## src/rtl/mqs_pkg.sv

```systemverilog
// Shared types and constants for the multilevel queue scheduler.
// No dependencies; all other files but mqs_ram refer to it by scoped names.
package mqs_pkg;

  localparam int MAX_TASKS  = 64;
  localparam int ID_W       = $clog2(MAX_TASKS);
  localparam int CNT_W      = ID_W + 1;
  localparam int NUM_LEVELS = 4;
  localparam int LVL_W      = 2;
  localparam int TIME_W     = 32;
  localparam int BURST_W    = 16;
  localparam int QUANT_W    = 8;
  localparam int NUM_QREGS  = 4;
  localparam int QIDX_W     = 2;
  localparam int SLOT_AW    = LVL_W + ID_W;
  localparam int SLOT_DEPTH = NUM_LEVELS * MAX_TASKS;

  localparam logic [1:0] STAT_ACCEPT = 2'd0;
  localparam logic [1:0] STAT_REJECT = 2'd1;
  localparam logic [1:0] STAT_IDLE   = 2'd2;
  localparam logic [1:0] STAT_RAN    = 2'd3;

  // One task table entry.
  typedef struct packed {
    logic [LVL_W-1:0]   level;
    logic [TIME_W-1:0]  arrival;
    logic [BURST_W-1:0] burst;
    logic [BURST_W-1:0] left;
  } task_t;

  localparam int TASK_W = $bits(task_t);

  // Result of the level scan.
  typedef struct packed {
    logic             preempt;
    logic             any;
    logic [LVL_W-1:0] lvl;
  } pick_t;

endpackage

```

## src/rtl/mqs_pick.sv

```systemverilog
// Level scan: finds the highest non-empty level and whether the running task
// must yield to a higher one. Depends on mqs_pkg.
module mqs_pick (
  input  logic [mqs_pkg::NUM_LEVELS-1:0][mqs_pkg::CNT_W-1:0] count,
  input  logic                                               run_valid,
  input  logic [mqs_pkg::LVL_W-1:0]                          run_lvl,
  output mqs_pkg::pick_t                                     pick
);

  always_comb begin
    pick = '0;
    // Scan from the lowest priority upward so the highest level wins.
    for (int l = mqs_pkg::NUM_LEVELS - 1; l >= 0; l--) begin
      if (count[l] != '0) begin
        pick.any = 1'b1;
        pick.lvl = mqs_pkg::LVL_W'(l);
        if (run_valid && (mqs_pkg::LVL_W'(l) < run_lvl)) begin
          pick.preempt = 1'b1;
        end
      end
    end
  end

endmodule

```

## config.mk

```make
export PLATFORM = sky130hd
export DESIGN_NAME = mqs_pick
export DESIGN_NICKNAME = d
export VERILOG_FILES = /design/src/rtl/mqs_pkg.sv /design/src/rtl/mqs_pick.sv
export SDC_FILE = /design/constraint.sdc
export NUM_CORES = 1
export LEC_CHECK = 0
export BUFFER_PORTS_ARGS = -buffer_cell sky130_fd_sc_hd__clkbuf_2
export CELL_PAD_IN_SITES_DETAIL_PLACEMENT = 1
export CELL_PAD_IN_SITES_GLOBAL_PLACEMENT = 1
export CORE_MARGIN = 3
export CORE_UTILIZATION = 10
export DETAILED_ROUTE_END_ITERATION = 12
export GPL_ROUTABILITY_DRIVEN = 0
export MAX_ROUTING_LAYER = met4
export PLACE_DENSITY_LB_ADDON = 0.1
export REMOVE_ABC_BUFFERS = 1
export SLEW_MARGIN = 30
export SYNTH_ARGS = -nofsm -noshare
export SYNTH_HDL_FRONTEND = slang
export SYNTH_SLANG_ARGS = --single-unit
```

## constraint.sdc

```tcl
create_clock -name vclk -period 1
set_clock_uncertainty 0.1 [all_clocks]
set_input_delay 0.1 -clock vclk [all_inputs]
set_output_delay 0.1 -clock vclk [all_outputs]
set_load 0.05 [all_outputs]
```

==> impl_metrics.toml <==
[cts]
cts-hold-fix-buffers = 0

[die]
die_x_um = 42.2
core-area_um2 = 1170
die_area_um2 = 1780
core.rowCount = 12
chipHeight_um = 42.2
io_pins = 35
start_util = 0.112

[route]
ant_nets = 0
wl_per_cell_um = 11.0
drc = 0
vias_per_cell = 4.69
vias = 352
drt_iter0_drc = 0
dr.pass1.iters = 1
wirelength_um = 828

[flow_run]
drv_cap = 0

[logic_synthesis]
syn_area_um2 = 131
avgSynthCellArea_um2 = 6.57
synth_compound_area_frac = 0.305
ys_types = 14
synthCells = 20
yosys_warnings = 0
yosysSeqAreaShare = 0
synth-adder-area-share = 0
synth_xor_area_frac = 0
synth_top_family_by_area = "simple AND/OR/NAND/NOR gates"
synth_mux_area_frac = 0
synth-simple-area-share = 0.695

[setup_path]
crit_path_max_fanout = 2
critPathCaptureType = "primary output"
slowest_delay_ps = 280
path_cells = "buf_6 -> nor4_4 -> nand4_1 -> buf_4 -> a311o_1 -> buf_8"
critPathArrivalTime_ps = 1230
startpoint_type = "input port"
slowest_stage = "nor4_4"
required_ps = 800
startpoint = "count[4]"
worstSetupPathType = "input port to primary output"
cp_top_family = "simple AND/OR/NAND/NOR gates"
cp.buffers_inverters = 3

[place]
numPortBuffers = 35
dp_hpwl_um = 718
place_area_um2 = 362
dp_slack_ps = -532

[worst_hold_path]
hp-start = "run_lvl[1]"
hp-class = "input port to primary output"

[power]
ir_drop_mv = 0.122
p_leak_uw = 0.000223
power.density_nw_per_um2 = 296

[final_layout]
clock_buffers = 0
area_delta_synth_final_pct = 268
multi_input_area_um2 = 194
drive_above_1_share = 0.787
diodes = 0
final_area_um2 = 483
fillers = 151
regArea_um2 = 0
layout_common_cells = "clkbuf_2 (29), buf_4 (6), nor4_4 (3), nor3_1 (3), buf_8 (3)"
n_sequential_cell = 0
finish.net_count = 94
final_common_cell = "clkbuf_2"

[sta]
tightest_slew_ps = 277
hold_violations = 0
rsz0062_at_grt = "yes"
drv_slew = 0
setup_viol = 4
fmax_mhz = 700
fin_setup_tns_ps = -1610
fin_ws_ps = -429
layout_min_cycle_time_ps = 1430
fin_crit_sh = 1.43
relSlewSlack = 0.814

[outcome]
status = "finished with violations"
violations = "setup timing"

[global_routing]
grt_overflow = 0
grt_max_degree = 5
antenna_found_initial = 0
grt_pass1_wl_mm = 1.52
grt_usage = 0.103
grt_pass1_vias = 382
==> worst min-delay path: stages <==
cell,delay [ps]
clkbuf_2,90
a311o_1,200
buf_8,150
==> worst paths after layout <==
check                 end  slack (ps)  cells past startpoint
setup / recovery  pick[3]        -430                      6
hold / removal    pick[3]         540                      3
==> kinds of logic (layout without fill, tap and decap cells) <==
kind of cell | after synthesis | in the layout
simple gates | 14 | 14
compound gates | 6 | 6
buf+inv | 0 | 41
==> through the flow <==
step	power (µW)	instances	hold WS [ps]	util
floorplan	33.2	20	354	-
global placement	107	74	601	0.309
detailed placement	109	74	604	0.309
CTS	134	74	543	0.373
global route	157	75	552	0.412
finish	143	75	537	0.412
==> metal layers <==
layer | global-route usage | vias up | share of wire
li1 | - | 171 | -
met1 | 0.125 | 151 | 0.36
met2 | 0.188 | 30 | 0.48
met3 | 0.0172 | 0 | 0.16
met4 | 0 | 0 | 0
met5 | - | - | 0
==> power by group <==
part	total, µW	switching [µW]	internal [µW]	leakage (µW)
Sequential	0	0	0	0
Clock	0	0	0	0
Combinational	143	63.7	79.1	0.000223
Total	143	63.7	79.1	0.000223
==> synthesized netlist by cell type <==
cell type | instances | area, µm²
nor3_1 | 3 | 15.0
a21oi_1 | 2 | 10.0
a31oi_1 | 2 | 12.5
nand2_1 | 2 | 7.51
nor4_2 | 2 | 25.0
a311o_1 | 1 | 10.0
nand3_1 | 1 | 5.00
nand4_1 | 1 | 6.26
nand4b_1 | 1 | 8.76
nor2_1 | 1 | 3.75
nor4_1 | 1 | 6.26
o211ai_1 | 1 | 7.51
or3_1 | 1 | 6.26
or4_1 | 1 | 7.51
==> layout make-up <==
cell class / instances / area share
multi-input combinational: 20 / 0.402
tap: 14 / 0.0363
timing repair buffer: 41 / 0.562
==> repair_timing <==
action | CTS | global route
resized for setup | 14 | 10
setup buffers | 0 | 1
pin swaps | 5 | 2
hold endpoints to repair | 0 | 0
setup endpoints to repair | 4 | 4
No activity file was read; power rests on OpenSTA's default activity.
