## src/rtl/mqs_ram.sv

```systemverilog
// Generic simple dual-port RAM: one write port, one registered read port.
// No dependencies.
module mqs_ram #(
  parameter int WIDTH = 8,
  parameter int DEPTH = 64,
  localparam int AW = $clog2(DEPTH)
) (
  input  logic             clk,
  input  logic             we,
  input  logic [AW-1:0]    waddr,
  input  logic [WIDTH-1:0] wdata,
  input  logic [AW-1:0]    raddr,
  output logic [WIDTH-1:0] rdata
);

  logic [WIDTH-1:0] mem [DEPTH];

  always_ff @(posedge clk) begin
    if (we) begin
      mem[waddr] <= wdata;
    end
    rdata <= mem[raddr];
  end

endmodule

```

## config.mk

```make
export PLATFORM = sky130hd
export DESIGN_NAME = mqs_ram
export DESIGN_NICKNAME = d
export VERILOG_FILES = /design/src/rtl/mqs_ram.sv
export SDC_FILE = /design/constraint.sdc
export NUM_CORES = 1
export LEC_CHECK = 0
export BUFFER_PORTS_ARGS = -buffer_cell sky130_fd_sc_hd__buf_2
export CAP_MARGIN = 20
export CORE_ASPECT_RATIO = 1.75
export CORE_MARGIN = 5
export CORE_UTILIZATION = 56
export DETAILED_ROUTE_END_ITERATION = 7
export PLACE_DENSITY = 0.77
export SLEW_MARGIN = 20
export SYNTH_ARGS = -nofsm -noshare
export SYNTH_HDL_FRONTEND = slang
export SYNTH_SLANG_ARGS = --single-unit
```

## constraint.sdc

```tcl
create_clock -name clk -period 2.05 [get_ports clk]
set_clock_uncertainty 0.05 [all_clocks]
set_input_delay 0.205 -clock clk [delete_from_list [all_inputs] [get_ports clk]]
set_output_delay 0.205 -clock clk [all_outputs]
set_load 0.02 [all_outputs]
```

==> results of run 1 <==
[critical path: cells and delay by family (launching register included)]
kind	cells	cell delay, ns
DFF	1	0.36
buffers and inverters	1	0.22
AOI/OAI and AO/OA	2	0.48
muxes	2	0.77
[cell families after synthesis]
| logic type | after synthesis |
|---|---|
| DFF | 520 |
| muxes | 162 |
| and+or+nand+nor | 153 |
| AOI/OAI and AO/OA | 54 |
| buffers and inverters | 51 |
[per-layer routing]
metal | track usage, % | vias to the layer above | part of all wire [%]
li1 | - | 4258 | -
met1 | 27.22 | 5190 | 33
met2 | 43.82 | 462 | 56
met3 | 3.059 | 111 | 6.0
met4 | 10.46 | 0 | 5.0
met5 | 0 | - | 0
[cells in the final DEF, fill, tap and decap left out, types with 4 or more instances in the layout]
cell type  Yosys  layout
edfxtp_1     512     512
buf_4         13     137
mux4_2       126     126
nor2_1        83      83
clkbuf_16      0      45
buf_2         11      26
mux2i_1       23      23
nand2_1       19      19
buf_12         2      16
nor2b_1       14      14
mux2_2        13      13
nand3_1       13      13
clkbuf_1      17       9
o221ai_1       8       8
o22ai_1        8       8
dfxtp_1        8       8
nand2b_1       7       7
nor3_1         7       7
clkinv_1       0       6
clkinv_2       0       6
a221oi_1       6       5
a211oi_1       4       4
clkbuf_8       0       4
[power groups by stage]
stage / Clock (mW) / Sequential, mW / Combinational (mW)
2_1_floorplan: 0 / 12.0 / 0.627
3_3_place_gp: 0 / 12.0 / 1.21
3_5_place_dp: 0 / 12.0 / 1.24
4_1_cts: 8.07 / 11.8 / 1.25
5_1_grt: 8.51 / 11.8 / 1.31
6_report: 7.99 / 11.8 / 1.25
[final cells by class]
class	count	area, um^2
sequential	520	15530
fill	2215	12510
multi-input combinational	369	4323
timing repair buffer	180	1493
clock buffer	57	1201
tap	470	588.1
clock inverter	16	151.4
[worst paths after layout]
path | from | end | cells after the start
hold reg to reg | mem[27][6] | rdata[6] | 3
hold / removal | raddr[5] | rdata[1] | 3
setup / recovery | mem[46][1] | rdata[1] | 5
setup reg to reg | mem[46][1] | rdata[1] | 5
[flip-flops by register name, indices dropped and copies added (netlist names)]
signal / count
mem: 512
rdata: 8
[timing repair]
action                                  CTS  global route
endpoints found under the setup margin    1             1
resized for setup                         1             1
buffers inserted                          0             0
[per-stage QoR]
stage          setup slack (ns)  util [%]
2_1_floorplan            0.1273         -
3_3_place_gp            -0.2236     61.26
3_5_place_dp            -0.3138     61.26
4_1_cts                 0.02005     65.06
5_1_grt                0.002369     65.06
6_report                0.04687     65.06
==> impl_metrics.py, run 1 <==
metrics = {
    "cells_and_area": {
        "layout_cell_share_with_drive_strength_beyond_1_pct": 33.27,
        "synthToLayoutAreaGrowth_pct": 15.49,
        "antenna_cells": 0,
        "finish.instance_area_um2": 23290,
        "final_net_count": 1135,
        "fin_cells": 1612,
    },
    "detailed_routing": {
        "number_of_optimization_iterations_in_the_first_detailed_route_pass": 5,
        "initial_detailed_routing_violation_count": 975,
        "route.detailed.wl_per_inst_um": 28.74,
        "vias": 10020,
        "drt-vias-per-instance": 6.217,
        "remaining_drc_errors": 0,
        "wirelength_um": 46320,
        "ant_nets": 0,
    },
    "critical_path": {
        "crit_fanout": 1,
        "cpMaxStageDelayCell": "mux4_2",
        "critical_path.startpoint_type": "register",
        "criticalPathCategory": "register to register",
        "r2r_setup_slk_ns": 0.05,
        "cp-end-kind": "register",
        "timing.critical_path.cells": "mux4_2, mux2_2, a221oi_1, buf_4, o2bb2ai_1",
        "crit_arrival_ns": 2.39,
        "max_stage_delay_ns": 0.48,
        "worst-endpoint-required_ns": 2.43,
    },
    "pwr": {
        "post-layout-total-power_mw": 21.02,
        "power_switching_share_pct": 20.26,
        "net_switching_power_mw": 4.259,
        "power-per-cell-area_nw_per_um2": 902.6,
        "internal_power_mw": 16.76,
        "comb_power_share_pct": 5.9,
        "power_frac_seq_pct": 56.1,
        "clock_power_share_pct": 38.0,
        "leakage_dissipation_nw": 7.584,
        "ir_drop_mv": 0.6886,
    },
    "clocking": {
        "ctsHoldBuffers": 0,
        "cts.sinks": 520,
        "clk_root_buffer_cell": "clkbuf_16",
        "clock_insertion_delay_worst_skew_ns": 0.56,
        "numCtsBuffers": 42,
        "clk_slew_on_worst_s_h_paths_ns": 0.06,
        "cts-htree-levels": 2,
        "maximum_clock_insertion_buffer_count": 3,
        "tritoncts": "done",
    },
    "placed_design": {
        "place_area_um2": 21930,
        "detailedPlacementHpwl_um": 30420,
        "routability_cong": 0.8569,
        "dp_cells": 1539,
        "port_buffers": 29,
    },
    "grt": {
        "pin_count_of_the_biggest_net_entering_global_routing": 65,
        "grt.total_usage_pct": 23.53,
        "grt_overflow": 0,
        "initial_antenna_violation_count": 0,
        "first_pass_grt_wire_length_um": 68480,
        "first_global_vias": 10490,
    },
    "synthesis": {
        "synth.cell_area_um2": 20170,
        "synth_commonest_cells": "edfxtp_1 (512), mux4_2 (126), nor2_1 (83), mux2i_1 (23), nand2_1 (19)",
        "share_of_flip_flops_with_an_asynchronous_set_or_reset_pct": 0,
        "post_synthesis_compound_gate_area_fraction_pct": 2.072,
        "synth_area_leader": "edfxtp_1",
        "xor_xnor_share_of_the_synthesized_area_pct": 0,
        "synthesis.instances": 940,
        "ys_top_cells_by_area": "edfxtp_1 (76%), mux4_2 (14%), nor2_1 (1.5%)",
        "synth_top_cell_area_share_pct": 76.24,
        "yosysMostFrequentCell": "edfxtp_1",
        "synth_sequential_area_ratio_pct": 77.03,
        "postSynthNetCount": 962,
        "synth_seq_cells": 520,
        "synth_simple_gate_area_share_pct": 3.388,
        "synth_unique_cells": 40,
        "synth_enable_flop_cells": 512,
        "synth.area.mux_share_pct": 15.94,
        "syn_area_per_cell_um2": 21.45,
        "yosys.area_share.adder_pct": 0,
        "synth_top_family_by_area": "multiplexers",
        "synth_top_flop_cell": "edfxtp_1",
        "synth_warnings": 0,
    },
    "floorplan": {
        "dieArea_um2": 40060,
        "die_y_um": 261.0,
        "rows": 92,
        "initial_utilization_pct": 56.33,
        "die_w_um": 153.5,
        "io_pins": 30,
        "core_area_um2": 35800,
    },
    "sta": {
        "timing.final.setup_violations": 0,
        "worst_margin_slew_ns": 0.7383,
        "unrepaired_setup_endpoints_after_global_routing": "false",
        "slew_violations": 0,
        "fmax_mhz": 499.2,
        "timing.final.crit_period_ns": 2.003,
        "final.setup.tns_ns": 0,
        "finalHoldViolations": 0,
        "slew_headroom_pct": 50.78,
        "fin_crit_sh_pct": 97.71,
        "hold_slack_ns": 0.08227,
    },
    "worst_hold_path": {
        "timing.hold.worst.class": "input pin to register",
    },
    "run_status": {
        "outcome": "finished, final reports clean",
    },
    "run": {
        "max_cap_viol_count": 0,
    },
}
(Power assumes the default switching activity.)
==> run 2, diff against run 1 <==
--- a/config.mk
+++ b/config.mk
@@ -12,6 +12,7 @@
 export CORE_UTILIZATION = 56
 export DETAILED_ROUTE_END_ITERATION = 7
 export PLACE_DENSITY = 0.77
+export SKIP_LAST_GASP = 1
 export SLEW_MARGIN = 20
 export SYNTH_ARGS = -nofsm -noshare
 export SYNTH_HDL_FRONTEND = slang
==> constraint.sdc (replaced) <==
create_clock -name clk -period 2.05 [get_ports clk]
set_clock_uncertainty 0.05 [all_clocks]
set_input_delay 0.3075 -clock clk [delete_from_list [all_inputs] [get_ports clk]]
set_output_delay 0.3075 -clock clk [all_outputs]
set_load 0.02 [all_outputs]
==> run 2 against run 1 <==
Die area stayed put. Sequential power hardly changed. Non-clock buffer count is 2 lower. Cell count is 0.25% lower. Sequential share of layout area is 0.28 points higher. Via count is 0.37% higher. Clock-buffer cell count is 5 lower. Critical path type unchanged.
==> impl_metrics.py, run 2 (same netlist as run 1, synthesis figures left out) <==
metrics = {
    "critical_path": {
        "cp-end-kind": "register",
        "crit_family": "multiplexers",
        "reg2reg_depth": 5,
        "critical_path.startpoint_type": "register",
        "critical_path_buf_inv_count": 1,
        "endpoint_of_the_most_critical_register_to_register_path": "rdata[1]",
        "r2r_setup_slk_ns": 0.06,
        "crit_fanout": 1,
        "crit_arrival_ns": 2.36,
        "timing.rr.start": "mem[47][1]",
        "cp.depth": 5,
        "max_stage_delay_ns": 0.51,
        "cp-endpoint": "rdata[1]",
        "worst-endpoint-required_ns": 2.43,
        "worst_setup_path_startpoint": "mem[47][1]",
        "timing.critical_path.cells": "mux4_2, mux2_2, a221oi_2, buf_4, o2bb2ai_1",
        "criticalPathCategory": "register to register",
        "cpMaxStageDelayCell": "mux4_2",
    },
    "sta": {
        "timing.final.setup_violations": 0,
        "hold_slack_ns": 0.2176,
        "fmax_mhz": 503.3,
        "unrepaired_setup_endpoints_after_global_routing": "false",
        "slew_violations": 0,
        "timing.final.crit_period_ns": 1.987,
        "final.setup.tns_ns": 0,
        "worst_margin_slew_ns": 0.8103,
        "slew_headroom_pct": 45.98,
        "fin_crit_sh_pct": 96.93,
        "finalHoldViolations": 0,
    },
    "cells_and_area": {
        "layout_top_registers": "mem: 512 flops, rdata: 8 flops",
        "layout_cell_share_with_drive_strength_beyond_1_pct": 33.51,
        "fin_cells": 1608,
        "max_flop_register": "mem",
        "final_common_cell": "edfxtp_1",
        "final_net_count": 1132,
        "number_of_flip_flops_under_the_largest_register_name": 512,
        "layout_common_cells": "edfxtp_1 (512), buf_4 (144), mux4_2 (126)",
        "synthToLayoutAreaGrowth_pct": 15.01,
    },
    "detailed_routing": {
        "route.detailed.wl_per_inst_um": 28.16,
        "ant_nets": 0,
        "initial_detailed_routing_violation_count": 945,
        "wl_met2_um": 25350,
        "detailroute.wirelength.met3_um": 2999,
        "wirelength_um": 45280,
        "vias": 10060,
        "dr.max_layer_used": "met4",
        "remaining_drc_errors": 0,
        "number_of_optimization_iterations_in_the_first_detailed_route_pass": 5,
        "wirelength_met1_um": 14610,
        "drt-vias-per-instance": 6.255,
    },
    "floorplan": {
        "dieArea_um2": 40060,
        "die_w_um": 153.5,
        "core_area_um2": 35800,
        "io_pins": 30,
        "die_y_um": 261.0,
        "initial_utilization_pct": 56.33,
        "rows": 92,
    },
    "clocking": {
        "clock_insertion_delay_worst_skew_ns": 0.54,
        "cts.sinks": 520,
        "post_cts_buffers": 0,
        "clk_slew_on_worst_s_h_paths_ns": 0.07,
        "clk_root_buffer_cell": "clkbuf_16",
        "cts-htree-levels": 2,
        "numCtsBuffers": 41,
        "tritoncts": "done",
        "maximum_clock_insertion_buffer_count": 3,
    },
    "pwr": {
        "power-per-cell-area_nw_per_um2": 899.2,
        "leakage_dissipation_nw": 7.530,
        "ir_drop_mv": 0.5138,
    },
    "grt": {
        "grt_overflow": 0,
        "first_pass_grt_wire_length_um": 67610,
        "initial_antenna_violation_count": 0,
        "pin_count_of_the_biggest_net_entering_global_routing": 65,
        "grt.total_usage_pct": 23.05,
        "first_global_vias": 10600,
    },
    "worst_hold_path": {
        "timing.hold.worst.class": "input pin to register",
        "hold-path-cell-count": 1,
    },
    "run": {
        "max_cap_viol_count": 0,
    },
    "run_status": {
        "outcome": "finished, final reports clean",
    },
    "placed_design": {
        "port_buffers": 29,
        "routability_cong": 0.8035,
        "detailedPlacementHpwl_um": 30080,
        "dp_cells": 1537,
    },
}
[run 2: cell types whose count changed in the layout (fill, tap and decap cells not counted), moves of 2 or more]
| cell | before | now |
|---|---|---|
| clkbuf_8 | 4 | 6 |
| clkbuf_1 | 9 | 6 |
| clkbuf_16 | 45 | 41 |
| buf_4 | 137 | 144 |
| buf_12 | 16 | 11 |
| clkinvlp_4 | 0 | 2 |
| buf_2 | 26 | 22 |
[run 2: routing by layer]
layer  GRT usage (%)  up-vias
met3           2.993      112
met1           26.77     5175
met4           10.31        0
met2           42.78      517
met5               0        -
li1                -     4254
[run 2: through the flow]
step                      total power [mW]  worst slack (ns)  area, um^2  utilization, %
final                                20.85           0.06299       23190           64.79
after global routing                 21.46           0.01815       23190           64.78
after CTS                            20.96           0.02196       23180           64.74
after detailed placement             13.24           -0.4374       21850           61.04
after global placement               13.20           -0.4094       21850           61.04
after floorplan                      12.66           0.02478       20170               -
[run 2: worst reg2reg max path: stages, from the launching register on]
cell and delay (ns):
edfxtp_1 0.39, mux4_2 0.51, mux2_2 0.31, a221oi_2 0.36, buf_4 0.20, o2bb2ai_1 0.07
[run 2: what timing repair did]
action | 4_1_cts | 5_1_grt
gates resized for setup | 2 | 2
hold buffers | 0 | 0
endpoints found under the setup margin | 2 | 2
pin swaps | 0 | 0
[run 2: power breakdown]
part | total, mW | switching [mW] | internal (mW)
clock network | 7.85 | 3.49 | 4.36
registers | 11.8 | 0.0263 | 11.8
logic | 1.22 | 0.716 | 0.507
total | 20.9 | 4.23 | 16.6
[run 2: area by class of cell]
| class | instances | area [um^2] |
|---|---|---|
| flip-flops and latches | 520 | 15530 |
| fillers | 2255 | 12610 |
| multi-input cells | 369 | 4333 |
| repair buffers | 178 | 1425 |
| clock buffers | 52 | 1117 |
| well taps | 470 | 588.1 |
| clock inverters | 18 | 192.7 |
| diodes | 1 | 2.502 |
[run 2: how the worst min path moves through the flow]
stage,slack (ns),to,start
after CTS,0.18,rdata[2],raddr[5]
after global routing,0.21,mem[47][6],wdata[6]
after global placement,0.69,rdata[7],rdata[7]
after floorplan,0.36,mem[0][0],wdata[0]
final,0.22,mem[41][6],wdata[6]
after detailed placement,0.69,rdata[7],rdata[7]
==> run 3, diff against run 2 <==
==> constraint.sdc (replaced) <==
create_clock -name clk -period 1.63 [get_ports clk]
set_clock_uncertainty 0.05 [all_clocks]
set_input_delay 0.2445 -clock clk [delete_from_list [all_inputs] [get_ports clk]]
set_output_delay 0.2445 -clock clk [all_outputs]
set_load 0.02 [all_outputs]
==> run 3 against run 2 <==
The flow now finishes with violations (negative setup slack). Die area unchanged. Highest routed layer unchanged. Total power increased by 27%. Critical path depth unchanged. Largest power group unchanged. Combinational power increased by 41%. Sequential share of layout area decreased by 2.3 points.
==> impl_metrics.py, run 3 (same netlist as run 1, synthesis figures left out) <==
metrics = {
    "cells_and_area": {
        "final_common_cell": "edfxtp_1",
        "antenna_cells": 0,
        "layout_common_cells": "edfxtp_1 (512), buf_4 (142), mux4_2 (126)",
        "finish.instance_area_um2": 24030,
        "synthToLayoutAreaGrowth_pct": 19.15,
        "fin_cells": 1636,
        "max_flop_register": "mem",
        "layout_top_registers": "mem: 512 flops, rdata: 8 flops",
        "postLayoutCoreUtil_pct": 67.12,
        "layout_cell_share_with_drive_strength_beyond_1_pct": 38.08,
        "final_net_count": 1157,
        "filler_cell_count": 2111,
        "number_of_flip_flops_under_the_largest_register_name": 512,
    },
    "run_status": {
        "violations_in_the_final_reports": "negative setup slack",
        "outcome": "finished, violations left",
    },
    "critical_path": {
        "max_stage_delay_ns": 0.48,
        "worst-endpoint-required_ns": 2.02,
        "criticalPathCategory": "register to register",
        "crit_fanout": 1,
        "cp-end-kind": "register",
        "timing.critical_path.cells": "mux4_2, mux2_4, o221a_4, nor3_4, o32ai_2",
        "crit_arrival_ns": 2.24,
        "cpMaxStageDelayCell": "mux4_2",
        "critical_path.startpoint_type": "register",
    },
    "floorplan": {
        "die_y_um": 261.0,
        "io_pins": 30,
        "initial_utilization_pct": 56.33,
        "dieArea_um2": 40060,
        "core_area_um2": 35800,
        "rows": 92,
        "die_w_um": 153.5,
    },
    "sta": {
        "unrepaired_setup_endpoints_after_global_routing": "true",
        "slew_headroom_pct": 49.91,
        "fin_ws_ns": -0.2123,
        "finalHoldViolations": 0,
        "final.setup.tns_ns": -1.407,
        "fmax_mhz": 542.8,
        "timing.final.setup_violations": 8,
        "slew_violations": 0,
        "fin_crit_sh_pct": 113.0,
        "worst_margin_slew_ns": 0.7513,
        "timing.final.crit_period_ns": 1.842,
    },
    "detailed_routing": {
        "drt-vias-per-instance": 6.259,
        "remaining_drc_errors": 0,
        "wirelength_um": 47230,
        "vias": 10240,
        "ant_nets": 0,
        "initial_detailed_routing_violation_count": 970,
        "route.detailed.wl_per_inst_um": 28.87,
        "number_of_optimization_iterations_in_the_first_detailed_route_pass": 5,
    },
    "grt": {
        "grt_overflow": 0,
        "first_pass_grt_wire_length_um": 69770,
        "initial_antenna_violation_count": 1,
        "first_global_vias": 10750,
        "grt.total_usage_pct": 24.00,
        "pin_count_of_the_biggest_net_entering_global_routing": 65,
    },
    "clocking": {
        "clock_insertion_delay_worst_skew_ns": 0.56,
        "post_cts_buffers": 0,
        "maximum_clock_insertion_buffer_count": 3,
        "cts-htree-levels": 2,
        "clk_root_buffer_cell": "clkbuf_16",
        "numCtsBuffers": 41,
        "tritoncts": "done",
        "clk_slew_on_worst_s_h_paths_ns": 0.07,
        "ctsHoldBuffers": 0,
        "cts.sinks": 520,
    },
    "placed_design": {
        "routability_cong": 0.8629,
        "port_buffers": 29,
        "dp_cells": 1562,
        "place_area_um2": 22550,
        "pre_cts_ws_ns": -0.7290,
        "detailedPlacementHpwl_um": 31460,
    },
    "worst_hold_path": {
        "timing.hold.worst.class": "input pin to register",
    },
    "pwr": {
        "power-per-cell-area_nw_per_um2": 1105,
        "ir_drop_mv": 1.161,
        "leakage_dissipation_nw": 7.791,
    },
    "run": {
        "max_cap_viol_count": 0,
    },
}
## run 3: routing by layer
layer / share of wire [%] / global-route usage (%) / vias up
li1: - / - / 4308
met1: 33 / 26.81 / 5371
met2: 56 / 45.62 / 449
met3: 5.3 / 2.480 / 111
met4: 5.4 / 11.69 / 0
met5: 0 / 0 / -
## run 3: per-stage QoR
stage / total power, mW / hold slack (ns)
5_1_grt: 27.30 / 0.1153
3_3_place_gp: 16.74 / 0.6634
6_report: 26.54 / 0.1095
3_5_place_dp: 16.79 / 0.6469
2_1_floorplan: 15.96 / 0.2934
4_1_cts: 26.66 / 0.08426
## run 3: final timing paths
kind / slack (ns) / from / cells after the start / end
max: -0.21 / mem[28][4] / 5 / rdata[4]
min: 0.11 / raddr[5] / 5 / rdata[7]
max reg2reg: -0.21 / mem[28][4] / 5 / rdata[4]
min reg2reg: 0.87 / mem[34][0] / 4 / rdata[0]
## run 3: critical path, delay by kind of cell, from the launching register on
family	cells	cell delay (ns)
multiplexers	2	0.76
flip-flops	1	0.38
AO/OA/AOI/OAI	2	0.37
AND/OR/NAND/NOR	1	0.17
## run 3: cell type report
cell class	count	area (um^2)	share of cell area [%]
flip-flops and latches	520	15530	64.65
multi-input cells	369	4598	19.14
repair buffers	203	1981	8.243
clock buffers	55	1100	4.577
well taps	470	588.1	2.447
clock inverters	19	226.5	0.9425
## run 3: report_power, final
group          internal (mW)  switching (mW)
Combinational          0.748           0.973
Clock                   5.56            4.42
Sequential              14.8          0.0536
## run 3: timing repair
item / 4_1_cts / 5_1_grt
pin swaps: 5 / 1
setup endpoints to repair: 8 / 8
resized for setup: 22 / 5
hold endpoints to repair: 0 / 0
